<file path="src/rtl/udwc_pkg.sv">
// Package: transaction types, lead byte codes and width range tables
`timescale 1ns / 1ps

package udwc_pkg;

   typedef struct packed {
      logic [7:0] byte_first;
      logic [7:0] byte_second;
      logic [7:0] byte_third;
      logic [7:0] byte_fourth;
      logic [2:0] bytes_available;
   } req_type;

   typedef struct packed {
      logic [20:0] code_point;
      logic [2:0]  advance;
      logic [1:0]  display_width;
      logic        regional_indicator;
   } rsp_type;

   // display width codes
   localparam logic [1:0] WIDTH_ZERO   = 2'd0;
   localparam logic [1:0] WIDTH_NARROW = 2'd1;
   localparam logic [1:0] WIDTH_WIDE   = 2'd2;

   // lead byte classes
   localparam logic [7:0] LEAD2_MASK = 8'hE0;
   localparam logic [7:0] LEAD2_CODE = 8'hC0;
   localparam logic [7:0] LEAD3_MASK = 8'hF0;
   localparam logic [7:0] LEAD3_CODE = 8'hE0;
   localparam logic [7:0] LEAD4_MASK = 8'hF8;
   localparam logic [7:0] LEAD4_CODE = 8'hF0;

   localparam logic [20:0] RI_LO = 21'h1F1E6;
   localparam logic [20:0] RI_HI = 21'h1F1FF;

   typedef struct packed {
      logic [20:0] lo;
      logic [20:0] hi;
   } cp_range_type;

   localparam int ZERO_WIDTH_N = 10;
   localparam int WIDE_N       = 43;

   localparam cp_range_type ZERO_WIDTH_TAB [ZERO_WIDTH_N] = '{
      '{21'h0FE00, 21'h0FE0F}, '{21'h0200D, 21'h0200D}, '{21'h00300, 21'h0036F},
      '{21'h01AB0, 21'h01AFF}, '{21'h01DC0, 21'h01DFF}, '{21'h020D0, 21'h020FF},
      '{21'h0FE20, 21'h0FE2F}, '{21'hE0020, 21'hE007F}, '{21'hE0100, 21'hE01EF},
      '{21'h1F3FB, 21'h1F3FF}
   };

   localparam cp_range_type WIDE_TAB [WIDE_N] = '{
      '{21'h01100, 21'h0115F}, '{21'h0231A, 21'h0231B}, '{21'h023E9, 21'h023EC},
      '{21'h023F0, 21'h023F0}, '{21'h023F3, 21'h023F3}, '{21'h025FD, 21'h025FE},
      '{21'h02614, 21'h02615}, '{21'h02648, 21'h02653}, '{21'h0267F, 21'h0267F},
      '{21'h02693, 21'h02693}, '{21'h026A1, 21'h026A1}, '{21'h026AA, 21'h026AB},
      '{21'h026BD, 21'h026BE}, '{21'h026C4, 21'h026C5}, '{21'h026CE, 21'h026CE},
      '{21'h026D4, 21'h026D4}, '{21'h026EA, 21'h026EA}, '{21'h026F2, 21'h026F3},
      '{21'h026F5, 21'h026F5}, '{21'h026FA, 21'h026FA}, '{21'h026FD, 21'h026FD},
      '{21'h02705, 21'h02705}, '{21'h0270A, 21'h0270B}, '{21'h02728, 21'h02728},
      '{21'h0274C, 21'h0274C}, '{21'h0274E, 21'h0274E}, '{21'h02753, 21'h02755},
      '{21'h02757, 21'h02757}, '{21'h02795, 21'h02797}, '{21'h027B0, 21'h027B0},
      '{21'h027BF, 21'h027BF}, '{21'h02B1B, 21'h02B1C}, '{21'h02B50, 21'h02B50},
      '{21'h02B55, 21'h02B55}, '{21'h02E80, 21'h0A4C6}, '{21'h0A960, 21'h0A97C},
      '{21'h0AC00, 21'h0D7A3}, '{21'h0F900, 21'h0FAFF}, '{21'h0FE10, 21'h0FE19},
      '{21'h0FE30, 21'h0FE6B}, '{21'h0FF01, 21'h0FF60}, '{21'h0FFE0, 21'h0FFE6},
      '{21'h1F000, 21'h1FFFF}
   };

endpackage

</file>
<file path="src/rtl/udwc_decode.sv">
// UTF-8 decoder for one code point from a four byte window
`timescale 1ns / 1ps

module udwc_decode (
   input  udwc_pkg::req_type window,
   output logic [20:0]       code_point,
   output logic [2:0]        advance
);

   logic [7:0] b0;
   logic [5:0] c1, c2, c3;
   logic       avail_none, avail_ge2, avail_ge3, avail_ge4;

   assign b0 = window.byte_first;
   assign c1 = window.byte_second[5:0];
   assign c2 = window.byte_third[5:0];
   assign c3 = window.byte_fourth[5:0];

   // 5..7 behave as 4
   assign avail_none = (window.bytes_available == 3'd0);
   assign avail_ge2  = (window.bytes_available >= 3'd2);
   assign avail_ge3  = (window.bytes_available >= 3'd3);
   assign avail_ge4  = (window.bytes_available >= 3'd4);

   always_comb begin
      if (avail_none) begin
         code_point = 21'd0;
         advance    = 3'd0;
      end else if (!b0[7]) begin
         code_point = {13'd0, b0};
         advance    = 3'd1;
      end else if (((b0 & udwc_pkg::LEAD2_MASK) == udwc_pkg::LEAD2_CODE) && avail_ge2) begin
         code_point = {10'd0, b0[4:0], c1};
         advance    = 3'd2;
      end else if (((b0 & udwc_pkg::LEAD3_MASK) == udwc_pkg::LEAD3_CODE) && avail_ge3) begin
         code_point = {5'd0, b0[3:0], c1, c2};
         advance    = 3'd3;
      end else if (((b0 & udwc_pkg::LEAD4_MASK) == udwc_pkg::LEAD4_CODE) && avail_ge4) begin
         code_point = {b0[2:0], c1, c2, c3};
         advance    = 3'd4;
      end else begin
         // stray continuation, bad lead or truncated sequence
         code_point = {13'd0, b0};
         advance    = 3'd1;
      end
   end

endmodule

</file>
<file path="src/rtl/udwc_width.sv">
// Display width and regional indicator classification of a code point
`timescale 1ns / 1ps

module udwc_width (
   input  logic [20:0] code_point,
   output logic [1:0]  display_width,
   output logic        regional_indicator
);

   logic [udwc_pkg::ZERO_WIDTH_N-1:0] zero_hit;
   logic [udwc_pkg::WIDE_N-1:0]       wide_hit;

   // all range compares in parallel, then OR-reduce
   always_comb begin
      for (int i = 0; i < udwc_pkg::ZERO_WIDTH_N; i++) begin
         zero_hit[i] = (code_point >= udwc_pkg::ZERO_WIDTH_TAB[i].lo) &&
                       (code_point <= udwc_pkg::ZERO_WIDTH_TAB[i].hi);
      end
      for (int j = 0; j < udwc_pkg::WIDE_N; j++) begin
         wide_hit[j] = (code_point >= udwc_pkg::WIDE_TAB[j].lo) &&
                       (code_point <= udwc_pkg::WIDE_TAB[j].hi);
      end
   end

   always_comb begin
      if (|zero_hit) begin
         display_width = udwc_pkg::WIDTH_ZERO;
      end else if (|wide_hit) begin
         display_width = udwc_pkg::WIDTH_WIDE;
      end else begin
         display_width = udwc_pkg::WIDTH_NARROW;
      end
   end

   assign regional_indicator = (code_point >= udwc_pkg::RI_LO) &&
                               (code_point <= udwc_pkg::RI_HI);

endmodule

</file>
<file path="src/rtl/utf8_decode_width_classify_unit.sv">
// Top level: UTF-8 code point decode with terminal display width classification
//
//   Channel   Ports                          Direction  Payload
//   request   req_valid req_stall req_data   in         udwc_pkg::req_type
//   response  rsp_valid rsp_stall rsp_data   out        udwc_pkg::rsp_type
//
// One transaction per clock sustained while rsp_stall stays low; an accepted
// request passes the input register, then the result register. Decode and
// the range compares sit between the two; the comparators set the clock limit.
// Synchronous active-high reset clears both valid flags; payload is not reset.
// rsp_stall holds the result register; req_stall rises only when both
// registers are full and the result cannot move on this cycle.
`timescale 1ns / 1ps

module utf8_decode_width_classify_unit (
   input  logic              clock,
   input  logic              reset,
   input  logic              req_valid,
   output logic              req_stall,
   input  udwc_pkg::req_type req_data,
   output logic              rsp_valid,
   input  logic              rsp_stall,
   output udwc_pkg::rsp_type rsp_data
);

   // input register
   logic              in_vld_ff, in_vld_in;
   udwc_pkg::req_type in_data_ff;

   // result register
   logic              out_vld_ff, out_vld_in;
   udwc_pkg::rsp_type out_data_ff, out_data_in;

   logic        out_move;
   logic        in_load;
   logic [20:0] dec_cp;
   logic [2:0]  dec_adv;
   logic [1:0]  cls_width;
   logic        cls_ri;

   // result slot frees when empty or being taken this cycle
   assign out_move  = !out_vld_ff || !rsp_stall;
   assign req_stall = in_vld_ff && !out_move;
   assign in_load   = req_valid && !req_stall;

   udwc_decode u_decode (
      .window     (in_data_ff),
      .code_point (dec_cp),
      .advance    (dec_adv)
   );

   udwc_width u_width (
      .code_point         (dec_cp),
      .display_width      (cls_width),
      .regional_indicator (cls_ri)
   );

   always_comb begin
      out_data_in.code_point         = dec_cp;
      out_data_in.advance            = dec_adv;
      out_data_in.display_width      = cls_width;
      out_data_in.regional_indicator = cls_ri;
   end

   always_comb begin
      in_vld_in  = req_stall ? in_vld_ff : req_valid;
      out_vld_in = out_move ? in_vld_ff : out_vld_ff;
   end

   // control
   always_ff @(posedge clock) begin
      if (reset) begin
         in_vld_ff  <= 1'b0;
         out_vld_ff <= 1'b0;
      end else begin
         in_vld_ff  <= in_vld_in;
         out_vld_ff <= out_vld_in;
      end
   end

   // payload
   always_ff @(posedge clock) begin
      if (in_load) begin
         in_data_ff <= req_data;
      end
      if (out_move && in_vld_ff) begin
         out_data_ff <= out_data_in;
      end
   end

   assign rsp_valid = out_vld_ff;
   assign rsp_data  = out_data_ff;

endmodule

</file>
<file path="config.mk">
export PLATFORM = sky130hd
export DESIGN_NAME = utf8_decode_width_classify_unit
export DESIGN_NICKNAME = d
export VERILOG_FILES = /design/src/rtl/udwc_pkg.sv /design/src/rtl/udwc_decode.sv /design/src/rtl/udwc_width.sv /design/src/rtl/utf8_decode_width_classify_unit.sv
export SDC_FILE = /design/constraint.sdc
export NUM_CORES = 1
export LEC_CHECK = 0
export BUFFER_PORTS_ARGS = -buffer_cell sky130_fd_sc_hd__buf_2
export CORE_ASPECT_RATIO = 0.6
export CORE_MARGIN = 2
export CORE_UTILIZATION = 47
export DETAILED_ROUTE_END_ITERATION = 10
export GPL_TIMING_DRIVEN = 0
export PLACE_DENSITY = 0.69
export SYNTH_ARGS = -nofsm -noshare
export SYNTH_HDL_FRONTEND = slang
export SYNTH_HIERARCHICAL = 1
export SYNTH_SLANG_ARGS = --single-unit
</file>
<file path="constraint.sdc">
create_clock -name clock -period 4.5 [get_ports clock]
set_clock_uncertainty 0.2 [all_clocks]
set_input_delay 0.45 -clock clock [delete_from_list [all_inputs] [get_ports clock]]
set_output_delay 0.45 -clock clock [all_outputs]
set_load 0.005 [all_outputs]
</file>
==> flow_metrics.env <==
export IMPL_setup_total_negative_slack_ns=-0.0928
export IMPL_worst_endpoint_arrival_ns=4.42
export IMPL_multiInputGateArea_um2=2860
export IMPL_numClockSinks=58
export IMPL_drive_above_1_share=0.299
export IMPL_max_clock_path_buffers=2
export IMPL_overflow=0
export IMPL_drt_pre_antenna_iters=8
export IMPL_finalHoldViolCount=0
export IMPL_place_port_buffers=61
export IMPL_post_synthesis_average_cell_area_um2=8.81
export IMPL_crit_fanout=10
export IMPL_cp_required_ns=4.36
export IMPL_grt_max_degree=28
export IMPL_start_util=0.483
export IMPL_timing_max_cap_violations=0
export IMPL_detailedPlacementHpwl_mm=16.0
export IMPL_criticalPathCategory="flop to flop"
export IMPL_clock_tree_htree_level_count=3
export IMPL_core_um2=9810
export IMPL_min_path_type="input port to flop"
export IMPL_groute_usage_overall=0.389
export IMPL_tritoncts_num_buffers=9
export IMPL_failed_checks="negative setup slack"
export IMPL_synthCells=537
export IMPL_area_growth_syn_to_layout_pct=22.2
export IMPL_timing_final_setup_violations=2
export IMPL_number_of_top_level_pins=68
export IMPL_tritoncts="built"
export IMPL_timing_final_crit_period_ns=4.56
export IMPL_drtIter0Drc=1408
export IMPL_die_area_um2=10900
export IMPL_worst_r2r_cell_count=14
export IMPL_timing_reg2reg_setup_slack_ns=-0.06
export IMPL_cp_cell_sequence="and2_2 > buf_4 > nand2_4 > inv_2 > buf_6 > a22o_1 > clkbuf_2 > nand4bb_1 > nor4_1 > o2111ai_1 > o2bb2ai_1 > o311ai_0 > or4_4 > nor3_2"
export IMPL_crit_path_top_delay_cell="sky130_fd_sc_hd__nor4_1"
export IMPL_fillCellCount=858
export IMPL_critical_path_max_stage_delay_ns=0.87
export IMPL_first_pass_grt_wire_length_mm=31.1
export IMPL_pre_cts_ws_ns=-0.225
export IMPL_crit_reg2reg_launch="in_data_ff[33]"
export IMPL_timing_rr_end="rsp_data[1]"
export IMPL_max_slew_margin_rel=0.335
export IMPL_antennaDiodeCount=0
export IMPL_layout_worst_path_cycle_share=1.01
export IMPL_launch_point_of_the_worst_hold_path="req_data[4]"
export IMPL_max_freq_mhz=219
export IMPL_routed_wire_length_per_instance_um=28.0
export IMPL_final_critical_path_setup_slack_ns=-0.0600
export IMPL_run_status="finished, violations left"
export IMPL_mappedNetlistArea_um2=4730
export IMPL_min_path_cells=1
export IMPL_ctsHoldBuffers=0
export IMPL_cellLeakagePower_nw=2.08
export IMPL_layout_core_utilization=0.589
export IMPL_detail_route_antenna_nets=0
export IMPL_routabilityCongestion=1.16
export IMPL_vias_per_cell=7.46
export IMPL_irDropWorstVdd_mv=0.255
export IMPL_seq_area_um2=1720
export IMPL_postRouteWirelength_mm=21.3
export IMPL_antenna_found_initial=0
export IMPL_worstSetupStartpointType="flop"
export IMPL_syn_nets=576
export IMPL_root_buffer="sky130_fd_sc_hd__clkbuf_16"
export IMPL_finalMaxSlewViolations=0
export IMPL_yosysWarnings=6
export IMPL_first_global_vias=5131
export IMPL_std_cell_rows=28
export IMPL_worst_setup_path_end_kind="flop"
export IMPL_power_density_of_the_placed_cells_nw_per_um2=287
export IMPL_die_height_um=81.7
export IMPL_clkSlewWorstSetupHoldPaths_ns=0.05
export IMPL_min_delay_worst_endpoint="in_data_ff[4]"
export IMPL_detailroute_via_count=5679
export IMPL_post_layout_nets=660
export IMPL_dieWidth_um=134
export IMPL_remaining_drc_errors=0
export IMPL_worst_skew_pair_latency_ns=0.32
export IMPL_worst_slew_pin_transition_ns=0.988
-- state kept, by name (all words and copies together) (netlist names) --
register,cells
rsp_data,27
in_data_ff,29
in_vld_ff,1
rsp_valid,1
-- critical path: cells and delay by family (launching register included) --
kind | cells | cell delay [ns]
flip-flops | 1 | 0.51
AO/OA/AOI/OAI | 4 | 0.97
AND/OR/NAND/NOR | 6 | 1.95
buffers and inverters | 4 | 0.64
-- final cells by class --
class                      count  share of cell area
clock inverter                 6             0.00584
buffer                        50              0.0541
inverter                      13             0.00844
multi-input combinational    415               0.494
clock buffer                  10              0.0396
timing repair buffer          74              0.0705
tap                          135              0.0292
sequential                    58               0.298
-- worst max-delay path by stage --
stage / from / to / slack [ns]
after detailed placement: in_data_ff[2] / rsp_data[2] / -0.22
after CTS: in_data_ff[34] / rsp_data[2] / 0.004
after floorplan: in_data_ff[31] / rsp_data[2] / 0.73
final: in_data_ff[33] / rsp_data[1] / -0.06
after global routing: in_data_ff[31] / rsp_data[2] / -0.03
after global placement: in_data_ff[2] / rsp_data[1] / -0.40
-- metal layers --
metal	routed length [µm]	vias to the layer above	track usage
li1	-	2325	-
met3	4180	117	0.199
met5	58	-	0.0556
met1	8670	2624	0.550
met2	7620	609	0.497
met4	752	4	0.120
-- power by group --
group / leakage, nW / switching [W] / internal, W
clock: 0.126 / 0.000232 / 0.000366
sequential: 0.546 / 0.0000204 / 0.000631
combinational: 1.41 / 0.000274 / 0.000133
total: 2.08 / 0.000526 / 0.00113
-- stage by stage --
stage / instances / power (W) / hold slack (ns) / cell area (µm²)
3_3_place_gp: 733 / 0.00101 / 0.287 / 5210
3_5_place_dp: 735 / 0.00101 / 0.308 / 5240
5_1_grt: 761 / 0.00170 / 0.0845 / 5780
4_1_cts: 754 / 0.00161 / 0.0919 / 5590
2_1_floorplan: 537 / 0.000872 / 0.272 / 4730
6_report: 761 / 0.00166 / 0.0974 / 5780
-- timing repair --
action | in CTS | in global routing
gates resized for setup | 15 | 50
pin swaps | 0 | 6
buffers inserted | 3 | 8
endpoints found under the setup margin | 2 | 2
-- cell usage in the layout, fill, tap and decap left out, types with 10 or more instances in the layout --
| cell type | n |
|---|---|
| sky130_fd_sc_hd__nor4_1 | 14 |
| sky130_fd_sc_hd__nand2_1 | 42 |
| sky130_fd_sc_hd__nor2_1 | 35 |
| sky130_fd_sc_hd__nand4_1 | 18 |
| sky130_fd_sc_hd__buf_4 | 17 |
| sky130_fd_sc_hd__nand3_1 | 25 |
| sky130_fd_sc_hd__o21ai_0 | 19 |
| sky130_fd_sc_hd__inv_1 | 10 |
| sky130_fd_sc_hd__buf_2 | 80 |
| sky130_fd_sc_hd__edfxtp_1 | 56 |
| sky130_fd_sc_hd__nor2b_1 | 10 |
| sky130_fd_sc_hd__nor3_1 | 29 |
| sky130_fd_sc_hd__clkbuf_2 | 10 |
| sky130_fd_sc_hd__a21oi_1 | 20 |
(Power assumes the default switching activity.)
